[config.mk]
export PLATFORM = sky130hd
export DESIGN_NAME = json_number_token_recognizer_unit
export DESIGN_NICKNAME = d
export VERILOG_FILES = /design/src/hw/rtl/jnum_pkg.sv /design/src/hw/rtl/jnum_front.sv /design/src/hw/rtl/jnum_queue.sv /design/src/hw/rtl/jnum_back.sv /design/src/hw/rtl/json_number_token_recognizer_unit.sv
export SDC_FILE = /design/constraint.sdc
export NUM_CORES = 1
export LEC_CHECK = 0
export ABC_AREA = 1
export BUFFER_PORTS_ARGS = -buffer_cell sky130_fd_sc_hd__buf_2
export CAP_MARGIN = 10
export CORE_MARGIN = 5
export CORE_UTILIZATION = 55
export DETAILED_ROUTE_END_ITERATION = 12
export PLACE_DENSITY_LB_ADDON = 0.12
export SLEW_MARGIN = 15
export SYNTH_ARGS = -nofsm -noshare
export SYNTH_HDL_FRONTEND = slang
export SYNTH_SLANG_ARGS = --single-unit
export TNS_END_PERCENT = 10
[constraint.sdc]
create_clock -name aclk -period 5.76 [get_ports aclk]
set_clock_uncertainty 0.2 [all_clocks]
set_input_delay 1.152 -clock aclk [delete_from_list [all_inputs] [get_ports aclk]]
set_output_delay 1.152 -clock aclk [all_outputs]
set_load 0.01 [all_outputs]
[src/hw/rtl/jnum_pkg.sv]
// Package: request types, character classes, parse phases and status codes.
`timescale 1ns / 1ps

package jnum_pkg;

    // Input request: end-of-text flag and one text byte
    typedef struct packed {
        logic       end_of_text;
        logic [7:0] text_byte;
    } in_req_t;

    // Result request
    typedef struct packed {
        logic [2:0] status;
        logic [7:0] token_byte;
        logic [7:0] token_length;
    } out_req_t;

    // Character classes produced by the front end
    localparam logic [2:0] CL_EOT   = 3'd0;
    localparam logic [2:0] CL_ZERO  = 3'd1;
    localparam logic [2:0] CL_DIGIT = 3'd2;  // '1' .. '9'
    localparam logic [2:0] CL_MINUS = 3'd3;
    localparam logic [2:0] CL_PLUS  = 3'd4;
    localparam logic [2:0] CL_DOT   = 3'd5;
    localparam logic [2:0] CL_EXP   = 3'd6;  // 'e' or 'E'
    localparam logic [2:0] CL_OTHER = 3'd7;

    // Classified request carried through the queue
    typedef struct packed {
        logic [2:0] cls;
        logic [7:0] text_byte;
    } cls_req_t;

    // Parse phases
    localparam logic [3:0] PH_SIGN      = 4'd0;
    localparam logic [3:0] PH_INT_FIRST = 4'd1;
    localparam logic [3:0] PH_INT       = 4'd2;
    localparam logic [3:0] PH_AFTER_INT = 4'd3;
    localparam logic [3:0] PH_DEC_FIRST = 4'd4;
    localparam logic [3:0] PH_DEC       = 4'd5;
    localparam logic [3:0] PH_EXP_SIGN  = 4'd6;
    localparam logic [3:0] PH_EXP_FIRST = 4'd7;
    localparam logic [3:0] PH_EXP       = 4'd8;

    // Status codes
    localparam logic [2:0] ST_CONSUMED = 3'd0;
    localparam logic [2:0] ST_COMPLETE = 3'd1;
    localparam logic [2:0] ST_BAD_INT  = 3'd2;
    localparam logic [2:0] ST_BAD_DEC  = 3'd3;
    localparam logic [2:0] ST_BAD_EXP  = 3'd4;

    localparam int DEFAULT_MAX_TOKEN_LENGTH = 255;

endpackage

[src/hw/rtl/jnum_front.sv]
// Front end: classifies each incoming byte into a character class.
`timescale 1ns / 1ps

module jnum_front (
    input  jnum_pkg::in_req_t  in_req,
    output jnum_pkg::cls_req_t cls_req
);
    import jnum_pkg::*;

    logic [2:0] cls;

    always_comb begin
        if (in_req.end_of_text) begin
            cls = CL_EOT;
        end else if (in_req.text_byte == 8'h30) begin
            cls = CL_ZERO;
        end else if (in_req.text_byte inside {[8'h31:8'h39]}) begin
            cls = CL_DIGIT;
        end else if (in_req.text_byte == 8'h2D) begin
            cls = CL_MINUS;
        end else if (in_req.text_byte == 8'h2B) begin
            cls = CL_PLUS;
        end else if (in_req.text_byte == 8'h2E) begin
            cls = CL_DOT;
        end else if (in_req.text_byte inside {8'h65, 8'h45}) begin
            cls = CL_EXP;
        end else begin
            cls = CL_OTHER;
        end
    end

    assign cls_req.cls       = cls;
    assign cls_req.text_byte = in_req.text_byte;

endmodule

[src/hw/rtl/jnum_queue.sv]
// Two-entry queue between the classifier and the parser.
`timescale 1ns / 1ps

module jnum_queue (
    input  logic               aclk,
    input  logic               aresetn,
    input  logic               push,
    input  jnum_pkg::cls_req_t push_req,
    output logic               full,
    input  logic               pop,
    output logic               not_empty,
    output jnum_pkg::cls_req_t head_req
);
    import jnum_pkg::*;

    cls_req_t   mem [2];
    logic       wr_ptr_reg, wr_ptr_next;
    logic       rd_ptr_reg, rd_ptr_next;
    logic [1:0] count_reg,  count_next;

    assign full      = (count_reg == 2'd2);
    assign not_empty = (count_reg != 2'd0);
    assign head_req  = mem[rd_ptr_reg];

    always_comb begin
        wr_ptr_next = push ? ~wr_ptr_reg : wr_ptr_reg;
        rd_ptr_next = pop  ? ~rd_ptr_reg : rd_ptr_reg;
        count_next  = count_reg;
        if (push && !pop) begin
            count_next = count_reg + 2'd1;
        end else if (pop && !push) begin
            count_next = count_reg - 2'd1;
        end
    end

    always_ff @(posedge aclk) begin
        if (push) begin
            mem[wr_ptr_reg] <= push_req;
        end
    end

    always_ff @(posedge aclk) begin
        if (!aresetn) begin
            wr_ptr_reg <= 1'b0;
            rd_ptr_reg <= 1'b0;
            count_reg  <= 2'd0;
        end else begin
            wr_ptr_reg <= wr_ptr_next;
            rd_ptr_reg <= rd_ptr_next;
            count_reg  <= count_next;
        end
    end

`ifndef SYNTH
    a_no_overflow: assert property (@(posedge aclk) disable iff (!aresetn)
        !(push && full && !pop))
        else $error("queue write while full");
    a_no_underflow: assert property (@(posedge aclk) disable iff (!aresetn)
        pop |-> not_empty)
        else $error("queue read while empty");
    a_ptr_gap: assert property (@(posedge aclk) disable iff (!aresetn)
        (count_reg == 2'd0 || count_reg == 2'd2) |-> (wr_ptr_reg == rd_ptr_reg))
        else $error("queue pointers disagree with fill count");
`endif

endmodule

[src/hw/rtl/jnum_back.sv]
// Back end: number grammar state machine, length counter and output register.
`timescale 1ns / 1ps

module jnum_back #(
    parameter int MAX_TOKEN_LENGTH = jnum_pkg::DEFAULT_MAX_TOKEN_LENGTH
) (
    input  logic               aclk,
    input  logic               aresetn,
    input  logic               q_valid,
    input  jnum_pkg::cls_req_t q_req,
    output logic               q_pop,
    output logic               m_valid,
    input  logic               m_ready,
    output jnum_pkg::out_req_t m_req
);
    import jnum_pkg::*;

    localparam int          LIMIT_INT   = (MAX_TOKEN_LENGTH > 255) ? 255 : MAX_TOKEN_LENGTH;
    localparam logic [7:0]  COUNT_LIMIT = 8'(LIMIT_INT);

    logic [3:0] phase_reg, phase_next;
    logic [7:0] count_reg, count_next;
    logic       valid_reg, valid_next;
    out_req_t   out_reg,   out_next;

    logic [3:0] step_phase;
    logic [2:0] step_status;
    logic [2:0] cls;

    assign cls    = q_req.cls;
    assign q_pop  = q_valid && (!valid_reg || m_ready);

    // Grammar: next phase and status for the head request
    always_comb begin
        step_phase  = phase_reg;
        step_status = ST_CONSUMED;
        case (phase_reg)
            PH_INT_FIRST: begin
                if (cls == CL_ZERO)       step_phase  = PH_AFTER_INT;
                else if (cls == CL_DIGIT) step_phase  = PH_INT;
                else                      step_status = ST_BAD_INT;
            end
            PH_INT, PH_AFTER_INT: begin
                if (phase_reg == PH_INT && cls inside {CL_ZERO, CL_DIGIT}) begin
                    step_phase = PH_INT;
                end else if (cls == CL_DOT) begin
                    step_phase = PH_DEC_FIRST;
                end else if (cls == CL_EXP) begin
                    step_phase = PH_EXP_SIGN;
                end else begin
                    step_status = ST_COMPLETE;
                end
            end
            PH_DEC_FIRST: begin
                if (cls inside {CL_ZERO, CL_DIGIT}) step_phase  = PH_DEC;
                else                                step_status = ST_BAD_DEC;
            end
            PH_DEC: begin
                if (cls inside {CL_ZERO, CL_DIGIT}) step_phase  = PH_DEC;
                else if (cls == CL_EXP)             step_phase  = PH_EXP_SIGN;
                else                                step_status = ST_COMPLETE;
            end
            PH_EXP_SIGN: begin
                if (cls inside {CL_MINUS, CL_PLUS})      step_phase  = PH_EXP_FIRST;
                else if (cls inside {CL_ZERO, CL_DIGIT}) step_phase  = PH_EXP;
                else                                     step_status = ST_BAD_EXP;
            end
            PH_EXP_FIRST: begin
                if (cls inside {CL_ZERO, CL_DIGIT}) step_phase  = PH_EXP;
                else                                step_status = ST_BAD_EXP;
            end
            PH_EXP: begin
                if (cls inside {CL_ZERO, CL_DIGIT}) step_phase  = PH_EXP;
                else                                step_status = ST_COMPLETE;
            end
            default: begin
                // sign phase, and any unused code
                if (cls == CL_MINUS)      step_phase  = PH_INT_FIRST;
                else if (cls == CL_ZERO)  step_phase  = PH_AFTER_INT;
                else if (cls == CL_DIGIT) step_phase  = PH_INT;
                else                      step_status = ST_BAD_INT;
            end
        endcase
    end

    always_comb begin
        phase_next = phase_reg;
        count_next = count_reg;
        out_next   = out_reg;
        valid_next = valid_reg;
        if (m_ready) begin
            valid_next = 1'b0;
        end
        if (q_pop) begin
            valid_next = 1'b1;
            if (step_status == ST_CONSUMED) begin
                if (count_reg < COUNT_LIMIT) begin
                    count_next = count_reg + 8'd1;
                end
                phase_next            = step_phase;
                out_next.status       = ST_CONSUMED;
                out_next.token_byte   = q_req.text_byte;
                out_next.token_length = count_next;
            end else begin
                phase_next            = PH_SIGN;
                count_next            = 8'd0;
                out_next.status       = step_status;
                out_next.token_byte   = 8'd0;
                out_next.token_length = count_reg;
            end
        end
    end

    always_ff @(posedge aclk) begin
        if (!aresetn) begin
            phase_reg <= PH_SIGN;
            count_reg <= 8'd0;
            valid_reg <= 1'b0;
        end else begin
            phase_reg <= phase_next;
            count_reg <= count_next;
            valid_reg <= valid_next;
        end
    end

    always_ff @(posedge aclk) begin
        out_reg <= out_next;
    end

    assign m_valid = valid_reg;
    assign m_req   = out_reg;

`ifndef SYNTH
    a_count_limit: assert property (@(posedge aclk) disable iff (!aresetn)
        count_reg <= COUNT_LIMIT)
        else $error("token length above limit");
    a_end_restarts: assert property (@(posedge aclk) disable iff (!aresetn)
        (q_pop && step_status != ST_CONSUMED)
            |=> (phase_reg == PH_SIGN && count_reg == 8'd0))
        else $error("parser did not restart after completion or error");
    a_eot_ends: assert property (@(posedge aclk) disable iff (!aresetn)
        (q_pop && cls == CL_EOT) |-> (step_status != ST_CONSUMED))
        else $error("end of text consumed into token");
    a_consume_counts: assert property (@(posedge aclk) disable iff (!aresetn)
        (q_pop && step_status == ST_CONSUMED && count_reg < COUNT_LIMIT)
            |=> (count_reg == $past(count_reg) + 8'd1))
        else $error("consumed byte not counted");
`endif

endmodule

[src/hw/rtl/json_number_token_recognizer_unit.sv]
// Top level: JSON number token recognizer, classifier, queue and parser.
// Path: each request is classified into the queue, then parsed into the output register.
// Throughput: one byte per cycle sustained while the receiver does not stall.
// The two-entry queue lets input keep flowing during an output stall until it is full.
// Reset: aresetn synchronous, active low; clears phase, length count, queue, valid.
`timescale 1ns / 1ps

module json_number_token_recognizer_unit #(
    parameter int MAX_TOKEN_LENGTH = jnum_pkg::DEFAULT_MAX_TOKEN_LENGTH
) (
    input  logic               aclk,
    input  logic               aresetn,
    // input request channel
    input  logic               s_valid,
    output logic               s_ready,
    input  jnum_pkg::in_req_t  s_req,
    // result request channel
    output logic               m_valid,
    input  logic               m_ready,
    output jnum_pkg::out_req_t m_req
);
    import jnum_pkg::*;

    cls_req_t cls_req;
    cls_req_t head_req;
    logic     q_full;
    logic     q_not_empty;
    logic     q_pop;
    logic     push;

    // Input side stalls only when the queue holds two unparsed requests
    assign s_ready = !q_full;
    assign push    = s_valid && s_ready;

    // Front: byte -> character class (zero, digit, sign, dot, exponent letter, end, other)
    jnum_front u_front (
        .in_req  (s_req),
        .cls_req (cls_req)
    );

    // Decoupling queue
    jnum_queue u_queue (
        .aclk      (aclk),
        .aresetn   (aresetn),
        .push      (push),
        .push_req  (cls_req),
        .full      (q_full),
        .pop       (q_pop),
        .not_empty (q_not_empty),
        .head_req  (head_req)
    );

    // Back: grammar state machine; pops whenever the output register frees up
    jnum_back #(
        .MAX_TOKEN_LENGTH (MAX_TOKEN_LENGTH)
    ) u_back (
        .aclk    (aclk),
        .aresetn (aresetn),
        .q_valid (q_not_empty),
        .q_req   (head_req),
        .q_pop   (q_pop),
        .m_valid (m_valid),
        .m_ready (m_ready),
        .m_req   (m_req)
    );

endmodule

==> results by group <==
Route
  • Via/cell ratio: 5.307
  • Via count: 2367
  • Starting DRT DRC Count: 162
  • Drt wl/cell: 13.18 µm
  • Drt first pass iters: 5
  • DRC Markers: 0
  • Remaining antenna violation count after routing: 0
  • Routed wire length: 5.879 mm

Critical path
  • Reg2Reg Capture Point: u_back.m_req[4]$_DFFE_PP_
  • Crit Path Class: register to register
  • Critical Path, Cell by Cell: inv_2 > nand2_1 > nand2_2 > a21oi_2 > nor2_1 > nor2_1 > nand2_2 > nor2_8 > inv_2 > nand2_1 > nand2_1
  • Critical path launch point type: register
  • Reg-to-reg slack, setup: 2.92 ns
  • CP peak stage delay: 0.72 ns
  • Worst path arrival time: around 2.7 ns
  • Slowest CP cell: dfxtp_1
  • Worst EP required: 5.63 ns
  • Worst r2r path cells: 11
  • Most frequent CP cell: nand2_1
  • CP max FO: 18
  • CP Capture Type: register

Timing
  • Worst Tran Pin Value: 0.9919 ns
  • Slew Limit Fails: 0
  • Endpoints failing hold: 0
  • Final period util: 49.29%
  • TNS Setup: 0 ns
  • RSZ-0062 raised after global routing: false
  • Final Critical Period: ~2.8 ns
  • Final number of setup-violating endpoints: 0
  • Relative slew slack: about a third
  • Fmax: 352.2 MHz

Logic synthesis
  • Post-synthesis simple-gate area fraction: 25.74%
  • Unique cell type count in the Yosys netlist: 34
  • Mapped Cells: 332
  • Syn. warnings: 0
  • Xor/xnor cell area share of the yosys netlist: 0.2851%
  • Syn nets: ~350
  • Mux share of post-synthesis cell area: 0%
  • Count of state elements after synthesis: 59
  • Combinational family with the most area after synthesis: simple AND/OR/NAND/NOR gates
  • Post-Syn Area: ~0.0031 mm²
  • Synth area leader: edfxtp_1
  • Fraction of the mapped netlist area in adder cells: 0.8147%
  • Yosys top cell area share: 40.08%
  • Seq/Total Area, Yosys: between 50% and 60%
  • Average cell area after synthesis: 9.252 µm²
  • Compound-Gate Fraction of Synth Area: 13.40%
  • Largest cells by area after synthesis: edfxtp_1 (40%), dfxtp_1 (12%), nand2_1 (8.7%), inv_1 (4.9%), o21ai_0 (4.4%)

Global route
  • GRT Overall Usage: roughly 18%
  • Largest net degree at the start of global routing: 48
  • Total grt overflow: 0
  • Initial antenna violation count: 0
  • Vias in the first global route: between 2000 and 2500
  • First-pass GRT wire length: 10.27 mm

Power
  • Total design power: 2.161 mW
  • Switching Power: between 0.9 and 1 mW
  • Comb power frac: between 40% and 50%
  • Switching Share: between 40% and 50%
  • Clk pwr share: 18.2%
  • LEAKAGE: 1.463 nW
  • Pwr Density: about 620 mW/mm²
  • Internal power: 1.228 mW
  • Sequential Power Share: 35.4%
  • Maximum vdd drop: about 0.00054 V

Finish
  • Most common cell after layout, fill and taps aside: nand2_1
  • Finished Cell Area: between 0.003 and 0.004 mm²
  • # nets final: 384
  • Most frequent cells in the layout: nand2_1 (71), edfxtp_1 (41), inv_1 (40)
  • Layout Area Growth over Synthesis: 13.16%
  • Ratio of cells with drive above 1 in the final layout: 23.80%
  • Ant. Diodes: 0
  • Max reg flops: 22
  • Post-layout util: 63.51%

Clock network
  • Clk sink count: 59
  • Hold buffers post-CTS: 0
  • Clock Path Buffers: 2
  • Worst-path clk slew: around 0.06 ns
  • Clk Latency, worst-skew pair: 0.33 ns
  • Root Driver: clkbuf_8
  • CTS buffer count: 9
  • H-Tree Depth: 3
  • Post-cts resize count: 0
  • CTS tree: built
  • Setup bufs post-CTS: 0

Worst hold path
  • Hold depth: 1
  • Hold Crit Class: register to register
  • Hold path startpoint: u_queue.count_reg[0]$_SDFFE_PN0P_
  • Hold Path Sink: u_queue.count_reg[0]$_SDFFE_PN0P_

Placed design
  • Port buffer count: 33
  • Dpl hpwl: 4.096 mm
  • Area after DPL: 0.003267 mm²
  • GPL Wtd Cong: around 0.93

Die
  • Core ar.: 0.005473 mm²
  • Die height: 84.73 µm
  • Die ar.: 0.007179 mm²
  • Die Wd: ~85 µm
  • Initial core utilization: between 50% and 60%
  • # IOs: 34
  • Num rows: 27

Outcome
  • Run status: finished, final reports clean

Flow run
  • MaxCap Viol Count: 0
through the flow:
| step | std cells | worst slack (ns) | hold slack (ns) |
|---|---|---|---|
| finish | 446 | 2.921 | 0.2670 |
| global route | 446 | 2.603 | 0.2984 |
| CTS | 446 | 2.877 | 0.2622 |
| detailed placement | 430 | 2.909 | 0.2513 |
| global placement | 430 | 2.973 | 0.2350 |
| floorplan | 332 | 3.035 | 0.2217 |
synthesized netlist by cell type:
cell type and count:
o21bai_1 1, xor2_1 1, o21ai_0 27, buf_6 3, nand3_2 2, inv_1 40, and2_1 1, nand3_4 4
or3b_2 1, or4_1 1, nand4_1 7, nand2_1 71, nand2_2 8, o21a_1 1, buf_4 1, buf_12 1
a21oi_2 13, nor2_8 1, dfxtp_1 18, o211ai_1 5, nand3_1 20, a21oi_1 14, inv_2 4, o21ai_4 1
o41ai_1 1, clkdlybuf4s15_1 1, nor3b_1 1, nor3_1 8, nand2_4 6, edfxtp_1 41, o31ai_1 2, ha_1 2
nor2_1 22, clkbuf_1 2
final cells by class:
type | count | area [µm²]
clock buffer | 11 | 131.4
timing repair buffer | 34 | 172.7
multi-input combinational | 221 | 1247
inverter | 44 | 165.2
clock inverter | 5 | 77.57
fill | 475 | 1997
tap | 72 | 90.09
sequential | 59 | 1592
worst max-delay path by stage:
stage / cells after the start / to / from
5_1_grt: 11 / u_back.m_req[4]$_DFFE_PP_ / register
3_5_place_dp: 11 / u_back.m_req[5]$_DFFE_PP_ / register
3_3_place_gp: 11 / u_back.m_req[4]$_DFFE_PP_ / register
4_1_cts: 11 / u_back.m_req[4]$_DFFE_PP_ / register
6_report: 11 / u_back.m_req[4]$_DFFE_PP_ / register
2_1_floorplan: 9 / u_queue.count_reg[1]$_SDFFE_PN0P_ / m_ready
per-layer routing:
layer	track usage (%)	vias to the layer above	routed length, µm	share of wire [%]
li1	-	1207	-	-
met1	22.78	1082	2724	46
met2	28.47	68	2772	47
met3	4.612	10	286	4.9
met4	8.345	0	95	1.6
met5	0	-	0	0
critical path, delay by kind of cell, from the launching register on:
family          cells  cell delay (ns)
buf+inv             2             0.48
compound gates      1             0.17
flops               1             0.72
simple gates        8             1.00
logic make-up after synthesis:
| group | count (synthesis) |
|---|---|
| AOI/OAI and AO/OA | 65 |
| xor gates and xnor gates | 1 |
| adders and majority gates | 2 |
| buffers and inverters | 52 |
| DFF | 59 |
| and+or+nand+nor | 153 |
power by group through the flow:
stage	clock, mW	sequential [mW]	combinational, mW
3_3_place_gp	0	0.772	0.986
3_5_place_dp	0	0.772	1.00
5_1_grt	0.429	0.786	1.13
4_1_cts	0.405	0.766	1.01
6_report	0.394	0.766	1.00
2_1_floorplan	0	0.787	0.814
(Power assumes the default switching activity.)
